<file path="config.mk">
export PLATFORM = sky130hd
export DESIGN_NAME = histogram_with_mode
export DESIGN_NICKNAME = d
export VERILOG_FILES = /design/src/rtl/hwm_pkg.sv /design/src/rtl/hwm_ram.sv /design/src/rtl/histogram_with_mode.sv
export SDC_FILE = /design/constraint.sdc
export NUM_CORES = 1
export LEC_CHECK = 0
export BUFFER_PORTS_ARGS = -buffer_cell sky130_fd_sc_hd__buf_2
export CORE_AREA = 2 2 228 230
export DETAILED_ROUTE_END_ITERATION = 8
export DIE_AREA = 0 0 230 232
export PLACE_DENSITY_LB_ADDON = 0.1
export RECOVER_POWER = 100
export SLEW_MARGIN = 20
export SYNTH_ARGS = -nofsm -noshare
export SYNTH_HDL_FRONTEND = slang
export SYNTH_SLANG_ARGS = --single-unit
export TNS_END_PERCENT = 50
</file>
<file path="constraint.sdc">
create_clock -name clock -period 16.35 [get_ports clock]
set_input_delay 1.635 -clock clock [delete_from_list [all_inputs] [get_ports clock]]
set_output_delay 1.635 -clock clock [all_outputs]
set_load 0.02 [all_outputs]
</file>
<file path="src/rtl/hwm_pkg.sv">
// ----------------------------------------------------------------------------
// hwm_pkg
// Shared widths, constants and types of the histogram with mode block.
// ----------------------------------------------------------------------------
package hwm_pkg;

   localparam int VALUE_WIDTH      = 5;
   localparam int NUM_VALUES       = 32;
   localparam int CFG_WIDTH        = 6;
   localparam logic [CFG_WIDTH-1:0] CFG_RESET = 6'd26;
   localparam int FIELD_CNT_WIDTH  = 16;
   localparam int REQ_DATA_WIDTH   = 8;
   localparam int RSP_DATA_WIDTH   = 48;
   localparam int DEF_MAX_BINS     = 32;
   localparam int DEF_COUNT_WIDTH  = 16;

   typedef enum logic [2:0] {
      ST_RUN,
      ST_DRAIN,
      ST_READ,
      ST_LOAD,
      ST_SEND
   } hwm_state_type;

endpackage

</file>
<file path="src/rtl/hwm_ram.sv">
// ----------------------------------------------------------------------------
// hwm_ram
// Generic single-port-write, single-port-read RAM with a registered read.
// ----------------------------------------------------------------------------
module hwm_ram #(
   parameter int WIDTH = 16,
   parameter int DEPTH = 32
) (
   input  logic                     clock,
   input  logic                     wr_en,
   input  logic [$clog2(DEPTH)-1:0] wr_addr,
   input  logic [WIDTH-1:0]         wr_data,
   input  logic                     rd_en,
   input  logic [$clog2(DEPTH)-1:0] rd_addr,
   output logic [WIDTH-1:0]         rd_data
);

   logic [WIDTH-1:0] mem_ff [DEPTH];
   logic [WIDTH-1:0] rd_data_ff;

   always_ff @(posedge clock) begin
      if (wr_en) begin
         mem_ff[wr_addr] <= wr_data;
      end
      if (rd_en) begin
         rd_data_ff <= mem_ff[rd_addr];
      end
   end

   assign rd_data = rd_data_ff;

endmodule

</file>
<file path="src/rtl/histogram_with_mode.sv">
// ----------------------------------------------------------------------------
// histogram_with_mode
// Counts samples into saturating bins held in a RAM, tracks the mode, and
// emits one result per bin in use after the last sample of a set.
// ----------------------------------------------------------------------------
// Samples are taken one per cycle while no set is being emitted; each passes a
// read-modify-write of its bin with forwarding from the previous write.
// After the last sample the pipeline drains, then each bin in turn passes a
// RAM read, a load and a send (RAM read, load, send; the send waits for rsp_tready).
// New samples are blocked from the last sample until the final result is taken.
// Reset is synchronous; it clears the control state and the per-bin valid
// flags at once, so the RAM needs no clearing pass.
module histogram_with_mode #(
   parameter int MAX_BINS    = hwm_pkg::DEF_MAX_BINS,
   parameter int COUNT_WIDTH = hwm_pkg::DEF_COUNT_WIDTH
) (
   input  logic                                clock,
   input  logic                                reset,
   input  logic                                req_tvalid,
   output logic                                req_tready,
   // Bits from the lowest up: sample_value[4:0], zero padding[7:5].
   input  logic [hwm_pkg::REQ_DATA_WIDTH-1:0]  req_tdata,
   input  logic                                req_tlast,
   output logic                                rsp_tvalid,
   input  logic                                rsp_tready,
   // Bits from the lowest up: bin_index[4:0], bin_count[20:5],
   // mode_value[25:21], mode_count[41:26], zero padding[47:42].
   output logic [hwm_pkg::RSP_DATA_WIDTH-1:0]  rsp_tdata,
   output logic                                rsp_tlast,
   input  logic                                csr_wr_en,
   input  logic [hwm_pkg::CFG_WIDTH-1:0]       csr_wr_data
);

   import hwm_pkg::*;

   localparam int AW = $clog2(MAX_BINS);
   localparam int EFF_LIMIT = (MAX_BINS < NUM_VALUES) ? MAX_BINS : NUM_VALUES;
   localparam logic [CFG_WIDTH-1:0] EFF_MAX = CFG_WIDTH'(EFF_LIMIT);
   localparam logic [COUNT_WIDTH-1:0] COUNT_MAX = {COUNT_WIDTH{1'b1}};
   localparam int PAD_WIDTH = RSP_DATA_WIDTH - 2 * VALUE_WIDTH - 2 * FIELD_CNT_WIDTH;

   hwm_state_type state_ff, state_in;

   logic [CFG_WIDTH-1:0]   bins_ff;
   logic [CFG_WIDTH-1:0]   eff_bins;
   logic [NUM_VALUES-1:0]  valid_ff, valid_in;

   logic                   s1_valid_ff;
   logic [VALUE_WIDTH-1:0] s1_value_ff;
   logic                   wr_valid_ff;
   logic [VALUE_WIDTH-1:0] wr_value_ff;
   logic [COUNT_WIDTH-1:0] wr_count_ff;
   logic [VALUE_WIDTH-1:0] best_value_ff, best_value_in;
   logic [COUNT_WIDTH-1:0] best_count_ff, best_count_in;

   logic [CFG_WIDTH-1:0]   bin_idx_ff, bin_idx_in;
   logic                   rsp_valid_ff, rsp_valid_in;
   logic [VALUE_WIDTH-1:0] out_index_ff, out_index_in;
   logic [COUNT_WIDTH-1:0] out_count_ff, out_count_in;
   logic [VALUE_WIDTH-1:0] out_mode_ff, out_mode_in;
   logic [COUNT_WIDTH-1:0] out_mode_cnt_ff, out_mode_cnt_in;
   logic                   out_last_ff, out_last_in;

   logic                   accept;
   logic [VALUE_WIDTH-1:0] sample_value;
   logic                   in_range;
   logic                   rd_en;
   logic [31:0]            rd_wide;
   logic [AW-1:0]          rd_addr;
   logic [31:0]            wr_wide;
   logic [AW-1:0]          wr_addr;
   logic [COUNT_WIDTH-1:0] rd_data;
   logic [COUNT_WIDTH-1:0] old_count;
   logic [COUNT_WIDTH-1:0] new_count;
   logic                   scan_last;
   logic                   clear_set;
   logic [VALUE_WIDTH-1:0] scan_value;
   logic [31:0]            out_count_wide;
   logic [31:0]            out_mode_wide;

   always_comb begin
      eff_bins = bins_ff;
      if (eff_bins == '0) begin
         eff_bins = CFG_WIDTH'(1);
      end
      if (eff_bins > EFF_MAX) begin
         eff_bins = EFF_MAX;
      end
   end

   assign sample_value = req_tdata[VALUE_WIDTH-1:0];
   assign req_tready   = (state_ff == ST_RUN);
   assign accept       = req_tvalid && req_tready;
   assign in_range     = {1'b0, sample_value} < eff_bins;
   assign scan_value   = bin_idx_ff[VALUE_WIDTH-1:0];
   assign scan_last    = (bin_idx_ff + CFG_WIDTH'(1)) == eff_bins;

   always_comb begin
      if (state_ff == ST_READ) begin
         rd_wide = 32'(scan_value);
         rd_en   = 1'b1;
      end else begin
         rd_wide = 32'(sample_value);
         rd_en   = accept && in_range;
      end
   end

   assign rd_addr = rd_wide[AW-1:0];
   assign wr_wide = 32'(s1_value_ff);
   assign wr_addr = wr_wide[AW-1:0];

   hwm_ram #(
      .WIDTH(COUNT_WIDTH),
      .DEPTH(MAX_BINS)
   ) u_bins (
      .clock  (clock),
      .wr_en  (s1_valid_ff),
      .wr_addr(wr_addr),
      .wr_data(new_count),
      .rd_en  (rd_en),
      .rd_addr(rd_addr),
      .rd_data(rd_data)
   );

   always_comb begin
      if (wr_valid_ff && (wr_value_ff == s1_value_ff)) begin
         old_count = wr_count_ff;
      end else if (valid_ff[s1_value_ff]) begin
         old_count = rd_data;
      end else begin
         old_count = '0;
      end
      new_count = (old_count == COUNT_MAX) ? old_count : old_count + COUNT_WIDTH'(1);
   end

   always_comb begin
      state_in        = state_ff;
      bin_idx_in      = bin_idx_ff;
      rsp_valid_in    = rsp_valid_ff;
      out_index_in    = out_index_ff;
      out_count_in    = out_count_ff;
      out_mode_in     = out_mode_ff;
      out_mode_cnt_in = out_mode_cnt_ff;
      out_last_in     = out_last_ff;
      clear_set       = 1'b0;
      case (state_ff)
         ST_RUN: begin
            if (accept && req_tlast) begin
               state_in = ST_DRAIN;
            end
         end
         ST_DRAIN: begin
            state_in = ST_READ;
         end
         ST_READ: begin
            state_in = ST_LOAD;
         end
         ST_LOAD: begin
            out_index_in    = scan_value;
            out_count_in    = valid_ff[scan_value] ? rd_data : '0;
            out_mode_in     = best_value_ff;
            out_mode_cnt_in = best_count_ff;
            out_last_in     = scan_last;
            rsp_valid_in    = 1'b1;
            state_in        = ST_SEND;
         end
         ST_SEND: begin
            if (rsp_tready) begin
               rsp_valid_in = 1'b0;
               if (out_last_ff) begin
                  clear_set  = 1'b1;
                  bin_idx_in = '0;
                  state_in   = ST_RUN;
               end else begin
                  bin_idx_in = bin_idx_ff + CFG_WIDTH'(1);
                  state_in   = ST_READ;
               end
            end
         end
         default: begin
            state_in = ST_RUN;
         end
      endcase
   end

   always_comb begin
      valid_in      = valid_ff;
      best_value_in = best_value_ff;
      best_count_in = best_count_ff;
      if (clear_set) begin
         valid_in      = '0;
         best_value_in = '0;
         best_count_in = '0;
      end else if (s1_valid_ff) begin
         valid_in[s1_value_ff] = 1'b1;
         if (new_count >= best_count_ff) begin
            best_value_in = s1_value_ff;
            best_count_in = new_count;
         end
      end
   end

   always_ff @(posedge clock) begin
      if (reset) begin
         state_ff      <= ST_RUN;
         bins_ff       <= CFG_RESET;
         valid_ff      <= '0;
         s1_valid_ff   <= 1'b0;
         wr_valid_ff   <= 1'b0;
         best_value_ff <= '0;
         best_count_ff <= '0;
         bin_idx_ff    <= '0;
         rsp_valid_ff  <= 1'b0;
      end else begin
         state_ff      <= state_in;
         if (csr_wr_en) begin
            bins_ff <= csr_wr_data;
         end
         valid_ff      <= valid_in;
         s1_valid_ff   <= accept && in_range;
         wr_valid_ff   <= s1_valid_ff;
         best_value_ff <= best_value_in;
         best_count_ff <= best_count_in;
         bin_idx_ff    <= bin_idx_in;
         rsp_valid_ff  <= rsp_valid_in;
      end
   end

   always_ff @(posedge clock) begin
      s1_value_ff     <= sample_value;
      wr_value_ff     <= s1_value_ff;
      wr_count_ff     <= new_count;
      out_index_ff    <= out_index_in;
      out_count_ff    <= out_count_in;
      out_mode_ff     <= out_mode_in;
      out_mode_cnt_ff <= out_mode_cnt_in;
      out_last_ff     <= out_last_in;
   end

   assign out_count_wide = 32'(out_count_ff);
   assign out_mode_wide  = 32'(out_mode_cnt_ff);

   assign rsp_tvalid = rsp_valid_ff;
   assign rsp_tlast  = out_last_ff;
   assign rsp_tdata  = {{PAD_WIDTH{1'b0}},
                        out_mode_wide[FIELD_CNT_WIDTH-1:0],
                        out_mode_ff,
                        out_count_wide[FIELD_CNT_WIDTH-1:0],
                        out_index_ff};

endmodule

</file>
=== Word-level counts from Yosys, hierarchy flattened ===
Memories as Yosys holds them, arrays and structs flattened. A register that Yosys moved wholly into a read port is not among the register bits.
Cells that the tools add are included.
Widths: inputs -> output; s select.

* Add/sub/neg operators: 2
* Order comparisons: 6
* Equal/unequal tests: 9
* Muxes and demuxes: 25
* Bitwise logic cells: 1
* Reduce and logical (&&, ||, !) cells: 13

{| class="wikitable"
|+ Operator list
! kind !! count
|-
| $mux 16 || 3
|-
| $or 32x32->32 || 1
|-
| $mux 6 || 3
|-
| $add 16x1->16 const B || 1
|-
| $eq 16x16->1 const B || 1
|-
| $ge 16x16->1 || 1
|-
| $pmux 3 s5 || 1
|-
| $lt 5x6->1 const B || 2
|-
| $bmux 1 s5 || 2
|-
| $mux 1 || 10
|-
| $reduce_and 2->1 || 4
|-
| $add 6x1->6 const B || 1
|-
| $eq 3x2->1 const B || 2
|-
| $eq 6x6->1 || 1
|-
| $gt 6x6->1 const B || 1
|-
| $logic_not 6->1 || 1
|-
| $lt 5x6->1 || 1
|-
| $mux 3 || 2
|-
| $demux 1 s5 || 1
|-
| $eq 5x5->1 || 1
|-
| $ge 5x1->1 const B || 1
|-
| $logic_and 1x1->1 || 5
|-
| $mux 5 || 1
|-
| $eq 3x1->1 const B || 1
|-
| other kinds (8) || 8
|}

* Flip-flop bits (word level): 140
* RAM bits: 512
* Input port bits: 20
* Output and inout port bits: 51
* Word-level logic and storage cells: 74
* Memories kept: 1

{| class="wikitable"
|+ Memory list
! memory !! words !! width !! rd ports !! clocked after memory_dff !! write ports !! RTL line !! text
|-
| u_bins.mem_ff || 32 || 16 || 1 || 1 || 1 || hwm_ram.sv:18 || <nowiki>logic [WIDTH-1:0] mem_ff [DEPTH];</nowiki>
|}

=== Depth between registers and ports, before layout ===
Gate-level depths: netlist of run 1.

* Word-level depth: 8
* Mapped depth: 30
* Gate-level depth less buffers: 25

=== Hierarchy ===
A second synthesis of run 1 with hierarchy kept.

* Cell total of the unflattened synthesis: 1813
* Area total of the unflattened synthesis: 27363.7 µm²

{| class="wikitable"
|+ Modules (own cells, without submodules)
! module !! instances !! cells each !! area an instance (µm²) !! seq. area each (µm²)
|-
| hwm_ram || 1 || 1143 || 20696.1 || 15855.2
|-
| histogram_with_mode || 1 || 670 || 6667.6 || 3233.1
|}

=== Worst setup path before layout of run 1 ===
No wires, ideal clock.

* Kind: flip-flop to flip-flop
* From: reg s1_value_ff[1]
* To: reg best_count_ff[4]
* Setup time: 115 ps
* Arrival time: 6269 ps
* Setup slack: 9966 ps
* Cell stages (with the launch flop): 31
* Path buffers: 6
* Cells stage by stage: dfxtp_1 -> buf_2 -> buf_2 -> mux2_1 -> o22ai_1 -> nor2_1 -> nor3_1 -> nor2_1 -> clkbuf_1 -> a22o_1 -> ha_1 -> nand3_1 -> nor3_1 -> nand2_1 -> a22oi_1 -> and3_1 -> clkbuf_1 -> and3_4 -> buf_6 -> xnor2_1 -> inv_1 -> ha_1 -> nand2b_1 -> a21o_1 -> a21oi_1 -> o21ai_0 -> a31oi_1 -> o21a_1 -> clkbuf_1 -> a21oi_1 -> o21a_1

* Cells in the longest elaborated chain, start to end: 8
* Elaborated cells between the ends (all ways): 11
* Those cells by class: add/sub (1); order compare (1); eq/ne (2); mux (5); reduce/logical (2)

{| class="wikitable"
|+ Ends and longest elaborated chain
! what !! RTL line !! text
|-
| start, declared || histogram_with_mode.sv:49 || <nowiki>logic [VALUE_WIDTH-1:0] s1_value_ff;</nowiki>
|-
| start signal, assigned || histogram_with_mode.sv:230 || <nowiki>s1_value_ff <= sample_value;</nowiki>
|-
| $bmux 1 s5 || histogram_with_mode.sv:128 || <nowiki>end else if (valid_ff[s1_value_ff]) begin</nowiki>
|-
| $mux 1 (not written as such) || histogram_with_mode.sv:128 ||
|-
| $mux 16 || histogram_with_mode.sv:128 ||
|-
| $mux 16 * || histogram_with_mode.sv:126 || <nowiki>if (wr_valid_ff && (wr_value_ff == s1_value_ff)) begin</nowiki>
|-
| $add 16x1->16 or $eq 16x16->1 (tied branches) || histogram_with_mode.sv:133 || <nowiki>new_count = (old_count == COUNT_MAX) ? old_count : old_count + COUNT_WIDTH'(1);</nowiki>
|-
| $mux 16 * || histogram_with_mode.sv:133 ||
|-
| via new_count[0] || histogram_with_mode.sv:74 || <nowiki>logic [COUNT_WIDTH-1:0] new_count;</nowiki>
|-
| $ge 16x16->1 * || histogram_with_mode.sv:196 || <nowiki>if (new_count >= best_count_ff) begin</nowiki>
|-
| $reduce_and 2->1 (no line) * || n/a ||
|-
| end signal, assigned || histogram_with_mode.sv:223 || <nowiki>best_count_ff <= best_count_in;</nowiki>
|-
| end, declared || histogram_with_mode.sv:54 || <nowiki>logic [COUNT_WIDTH-1:0] best_count_ff, best_count_in;</nowiki>
|}

Mark *: on every way through the listed nets, which the timed path passes. The rest lies on a longest branch. The select of a mux whose other input is x is not followed.
A chain may end at the register's enable or synchronous reset.

=== Final worst setup path of run 1 ===
* From: reg s1_value_ff[1]
* To: reg best_count_ff[13]

The elaborated chain is that of the path after synthesis.

==> impl_metrics.toml, run 1 <==
[status]
failed_checks = "capacitance limit, slew limit"
status = "finished with violations"

[critical_path]
slowest_stage = "clkbuf_1"
slowest_delay_ns = 1.23
critPathKind = "reg -> reg"
path_max_fanout = 34
path_cells = "xor2_1 > nor2_1 > and2_0 > nor2_1 > a22o_1 > ha_1 > nand3_1 > nor3_1 > nand2_1 > a22oi_1 > and3_1 > a31oi_1 > nand3b_1 > xnor2_2 > clkbuf_1 > ha_1 > nor2_1 > or3_1 > o21ai_0 > clkbuf_1 > o21ai_0 > o21ba_2"
required_ns = 16.88
cp_common_cell = "nor2_1"
cp_num_buf_inv = 2
startpoint_type = "flip-flop"
worst_setup_path_end_kind = "flip-flop"
crit_arrival_ns = 9.68
path_delay_family = "simple AND/OR/NAND/NOR gates"

[die]
num_rows = 83
die_x_um = 230
num_io_pins = 71
die_h_um = 232
die_area_sq_um = 53400
core_area_sq_um = 50900
start_util = 0.526

[sta]
timing.hold.ws_ns = 0.433
rsz0062_at_grt = "no"
slew_headroom = -1.49
fin_ws_ns = 7.20
setup-violations-final = 0
final.period_utilization = 0.560
finalHoldViolations = 0
tns_ns = 0
worst_pin_slew_ns = 3.73
final_max_slew_viol_count = 815
period_needed_ns = 9.15
max_freq_mhz = 109
clock_skew_ns = 0.0231

[power]
worst_ir_drop_vdd_uv = 85.2
pwr-share-seq = 0.523
power.switching_uw = 811
p_leak_nw = 9.86
swShare = 0.224
cellPowerDensity_nw_per_um2 = 121
p_int_mw = 2.82
clock_power_share = 0.412
p_total_mw = 3.63
p_comb_frac = 0.065

[route]
drtPass1Iterations = 7
postRouteAntennaNets = 0
routedWlPerCell_um = 24.9
routed-via-count = 14645
drcViolationCount = 0
drt_iter0_drc = 1400
wirelength_mm = 61.7
vias_per_cell = 5.92

[clock_tree]
ctsHoldBuffers = 0
clk_path_buf_depth = 3
cts_tree = "built"
ctsResizeCount = 0
cts_root_buffer = "clkbuf_16"
numCtsBuffers = 70
clkLatencyLatePin_ns = 0.60
ctsHtreeMaxLevel = 3
path_clk_slew_ns = 0.06
clkSinkCount = 668
post_cts_buffers = 0

[layout]
nets = 1781
drive_above_1_share = 0.161
antenna_cells = 0
flow.area_growth_from_synthesis_pct = 11.9
layout.cells.non_filler = 2474

[run]
maxCapViolCount = 26

[place]
gp_congestion = 0.873
portBuffers = 61
hpwl_mm = 35.7
numPlacedInstances = 2347
dp_slack_ns = 8.90

[yosys]
netlist.area_leader.share = 0.641
yosysWarnings = 0
ys_types = 65
ys_ff_latch = 668
synth_area_leaders = "edfxtp_1 (64%), mux4_2 (12%), dfxtp_1 (7.3%), nand2_1 (2.7%), nand3_1 (1.9%)"
synth_area_sq_um = 26700
synth_edf_count = 571
ys.flop_type = "edfxtp_1"
synthArstFlopShare = 0
syn_avg_cell_area_sq_um = 16.3
netlist.top_cell.by_area = "edfxtp_1"
syn_inst = 1644
yosysSeqAreaShare = 0.714

[global_route]
overflow = 0
grt_use_total = 0.236
antenna_found_initial = 6
grt_max_degree = 65
grt_pass1_wl_mm = 92.1
grt_pass1_vias = 14551

[min_path]
hp-class = "reg -> reg"
metrics by stage:
stage / instance area (sq um) / util
global route: 29900 / 0.588
global placement: 28100 / 0.552
finish: 29900 / 0.588
floorplan: 26800 / -
CTS: 30300 / 0.595
detailed placement: 28100 / 0.553
path summary, 6_finish.rpt:
check	from	depth (start not counted)	end	slack, ns
max	s1_value_ff[1]	22	best_count_ff[13]	7.20
min	best_count_ff[6]	0	out_mode_cnt_ff[6]	0.43
max reg2reg	s1_value_ff[1]	22	best_count_ff[13]	7.20
min reg2reg	best_count_ff[6]	0	out_mode_cnt_ff[6]	0.43
cells in the mapped netlist, types with 2 or more instances:
master,n
and2_1,2
o21a_1,5
nor2b_1,21
edfxtp_1,571
nand3_1,102
a31oi_1,13
and4_1,2
nand2_1,195
dfxtp_1,97
xnor2_1,16
nor2_1,129
a2111oi_0,2
or4_1,4
mux2_2,8
buf_6,3
a21oi_1,28
o22ai_1,2
clkbuf_1,59
a22oi_1,4
nand4_1,10
o21ai_0,28
a21o_1,5
nand3b_1,6
ha_1,22
inv_1,20
o211ai_1,4
a22o_1,7
buf_1,20
nand2b_1,12
nor3b_1,2
nor3_1,16
o31ai_1,2
mux4_2,144
or3_1,4
mux2i_1,12
xor2_1,10
and3_1,10
o21ba_2,2
or3b_2,2
buf_4,6
buf_2,10
a211o_1,4
registers in the layout, indices dropped and copies added (netlist names), 6 cells and up:
signal	count
bin_idx_ff	6
valid_ff	32
out_count_ff	16
u_bins.rd_data	16
u_bins.mem_ff	512
wr_count_ff	16
out_mode_cnt_ff	16
best_count_ff	16
bins_ff	6
worst register-to-register path: cells and delay by family, from the launching register on:
kind | cells | cell delay (ns)
xor gates and xnor gates | 2 | 0.36
DFF | 1 | 0.84
adders and majority gates | 2 | 0.63
buffers and inverters | 2 | 1.81
AOI/OAI and AO/OA | 6 | 1.98
and+or+nand+nor | 10 | 3.48
cells by family after synthesis:
family / Yosys count / synth area share
and+or+nand+nor: 522 / 0.0884
adders and majority gates: 22 / 0.0103
buffers and inverters: 118 / 0.0187
DFF: 668 / 0.714
AOI/OAI and AO/OA: 122 / 0.0307
other: 1 / 0.000140
muxes: 165 / 0.130
xor gates and xnor gates: 26 / 0.00851
final cells by class:
class | count | area [sq um]
clock buffers | 83 | 1890
clock inverters | 44 | 270
fillers | 3963 | 21000
inverters | 20 | 75.1
multi-input cells | 863 | 7270
flip-flops and latches | 668 | 19100
well taps | 680 | 851
repair buffers | 116 | 485
power by group through the flow:
stage	logic [mW]	registers (mW)	clock network (mW)
final	0.236	1.90	1.49
after global routing	0.259	1.90	1.59
after CTS	0.242	1.89	1.52
after detailed placement	0.241	1.93	0
after global placement	0.238	1.93	0
after floorplan	0.163	1.92	0
layout by cell type (no fill, tap or decap), types with 3 or more instances in the layout:
cell	instances
nand4_1	10
a21o_1	5
or3_1	4
buf_4	10
nand3b_1	6
o211ai_1	4
nor3_1	16
clkbuf_16	74
mux2_2	6
nand2b_1	12
mux4_2	144
or4_1	4
clkinv_1	21
a31oi_1	14
mux2i_4	5
xnor2_2	3
clkbuf_1	105
edfxtp_1	571
a22o_1	7
nand3_1	102
xor2_2	3
mux2_1	3
nor2_1	129
a21oi_1	27
buf_2	10
nand2_1	195
a211o_1	4
clkinv_2	15
inv_1	20
xor2_1	7
o21ai_0	28
nor2b_1	21
conb_1	6
mux2i_1	6
xnor2_1	13
dfxtp_1	97
ha_1	22
and3_1	11
o21a_1	5
a22oi_1	4
per-layer routing:
layer  track usage  up-vias  wire length, um
li1              -     6531                -
met4        0.0839        0             1870
met3        0.0409       98             4460
met1         0.334     7494            26000
met2         0.374      522            29300
met5             0        -                0
(Power assumes the default switching activity.)
==> inputs of run 2 (changes only) <==
clock period = 8.96 ns   (was 16.35 ns; I/O delays follow)
==> run 2 against run 1 <==
Net effect: sequential share of layout area shrank 0.33 points; cell count grew 0.12%; largest cell class unchanged; count of clock-buffer cells in the layout grew 19; die area is the same; the run still ends with capacitance limit, slew limit left; highest routed layer unchanged; first-iteration DRC count shrank 13%; worst hold slack is essentially flat; setup slack lost 6.0 ns; via count shrank 0.24%; sequential power grew 82%; register-to-register slack lost 6.0 ns; clock skew grew 0.00091 ns.
==> impl_metrics.toml, run 2 (synthesized netlist as in run 1, its figures left out) <==
[power]
worst_ir_drop_vdd_uv = 206
p_leak_nw = 9.91
cellPowerDensity_nw_per_um2 = 225

[clock_tree]
clkSinkCount = 668
cts_root_buffer = "clkbuf_16"
post_cts_buffers = 0
ctsHtreeMaxLevel = 3
cts_tree = "built"
clkLatencyLatePin_ns = 0.60
ctsResizeCount = 0
numCtsBuffers = 72
path_clk_slew_ns = 0.06
ctsHoldBuffers = 0
clk_path_buf_depth = 3

[critical_path]
worst_setup_path_end_kind = "flip-flop"
r2r_end = "best_count_ff[13]"
slowest_stage = "mux2_1"
cp_common_cell = "nand3_1"
cp_num_buf_inv = 2
path_delay_family = "simple AND/OR/NAND/NOR gates"
crit_arrival_ns = 8.30
reg2reg_slack_ns = 1.19
slowest_delay_ns = 1.28
startpoint_type = "flip-flop"
required_ns = 9.49
worst-r2r-cell-count = 22
path_max_fanout = 35
r2r_start = "s1_value_ff[0]"
path_cells = "xnor2_1 > and4_1 > and2_1 > buf_4 > nor2_1 > a22o_1 > ha_1 > nand3_1 > nor3_1 > nand2_1 > a22oi_1 > and3_1 > nand3_1 > mux2_1 > ha_1 > and3_1 > nand3_1 > or3_1 > o21ai_0 > clkbuf_1 > o21ai_0 > o21ba_2"
critPathKind = "reg -> reg"

[min_path]
hp-class = "reg -> reg"
holdPathStages = 0
hold_start = "best_count_ff[7]"
min_to = "out_mode_cnt_ff[7]"

[global_route]
grt_pass1_vias = 14461
busiest_layer = "met2"
met2_usage = 0.378
antenna_found_initial = 1
met1_usage = 0.332
overflow = 0
grt_use_total = 0.237
grt_pass1_wl_mm = 92.3
grtUsageMet3 = 0.0411
grt_max_degree = 129

[die]
core_area_sq_um = 50900
start_util = 0.526
die_h_um = 232
num_io_pins = 71
die_x_um = 230
die_area_sq_um = 53400
num_rows = 83

[sta]
max_freq_mhz = 129
rsz0062_at_grt = "no"
setup-violations-final = 0
period_needed_ns = 7.77
final.period_utilization = 0.867
tns_ns = 0
worst_pin_slew_ns = 4.28
finalHoldViolations = 0
clock_skew_ns = 0.0240
final_max_slew_viol_count = 644
slew_headroom = -1.85

[layout]
postLayoutCoreUtil = 0.591
flow.area_growth_from_synthesis_pct = 12.5
final_cell_mix = "edfxtp_1 (571), nand2_1 (195), mux4_2 (144)"
drive_above_1_share = 0.162
largest_reg_flops = 512
final_common_cell = "edfxtp_1"
nets = 1785
reg.largest.list = "u_bins.mem_ff x512, valid_ff x32"
regMostFlops = "u_bins.mem_ff"

[route]
routed-via-count = 14610
wirelength_mm = 62.2
drtPass1Iterations = 5
drt_iter0_drc = 1219
routedWlPerCell_um = 25.1
postRouteAntennaNets = 0
vias_per_cell = 5.90
drcViolationCount = 0

[place]
hpwl_mm = 36.0
gp_congestion = 0.893
portBuffers = 61

[status]
failed_checks = "capacitance limit, slew limit"
status = "finished with violations"

[run]
maxCapViolCount = 19
-- run 2: cell count changes in the layout (fill, tap and decap cells not counted), moves of 2 or more --
| cell | delta |
|---|---|
| clkinv_1 | -11 |
| clkbuf_1 | +10 |
| clkinv_2 | -10 |
| buf_4 | +5 |
| bufinv_16 | +3 |
| clkbuf_16 | +2 |
| clkbuf_8 | +2 |
| diode_2 | +2 |
-- run 2: metrics by stage --
step	total power, mW	cell area, sq um	cells	hold WS [ns]	worst slack (ns)
5_1_grt	6.99	30100	2475	0.453	0.558
6_report	6.76	30100	2477	0.434	1.19
3_5_place_dp	3.96	28100	2349	0.419	1.57
3_3_place_gp	3.96	28100	2349	0.416	1.66
4_1_cts	6.81	30400	2475	0.439	1.56
2_1_floorplan	3.80	26800	1649	0.326	2.58
-- run 2: final cells by class --
class	count	area, sq um
Antenna cell	2	5.00
Multi-Input combinational cell	863	7260
Fill cell	3966	20800
Sequential cell	668	19100
Timing Repair Buffer	118	529
Clock buffer	102	2020
Clock inverter	24	254
Tap cell	680	851
Inverter	20	75.1
-- run 2: report_power, final --
| group | switching (mW) | internal [mW] |
|---|---|---|
| Clock | 1.15 | 1.71 |
| Combinational | 0.277 | 0.163 |
| Sequential | 0.0387 | 3.42 |
-- run 2: layer usage --
metal	share of wire	vias to the layer above
met4	0.028	0
met3	0.060	85
met5	0	-
met2	0.48	474
li1	-	6523
met1	0.43	7528
-- run 2: worst max-delay path by stage --
stage                         from           endpoint  slack (ns)  depth (start not counted)
floorplan           s1_value_ff[1]   best_count_ff[4]        2.58                         30
global placement    s1_value_ff[0]   best_count_ff[6]        1.66                         25
detailed placement  s1_value_ff[0]   best_count_ff[6]        1.57                         22
CTS                 s1_value_ff[0]   best_count_ff[6]        1.56                         22
global route        s1_value_ff[0]   best_count_ff[0]        0.56                         22
finish              s1_value_ff[0]  best_count_ff[13]        1.19                         22
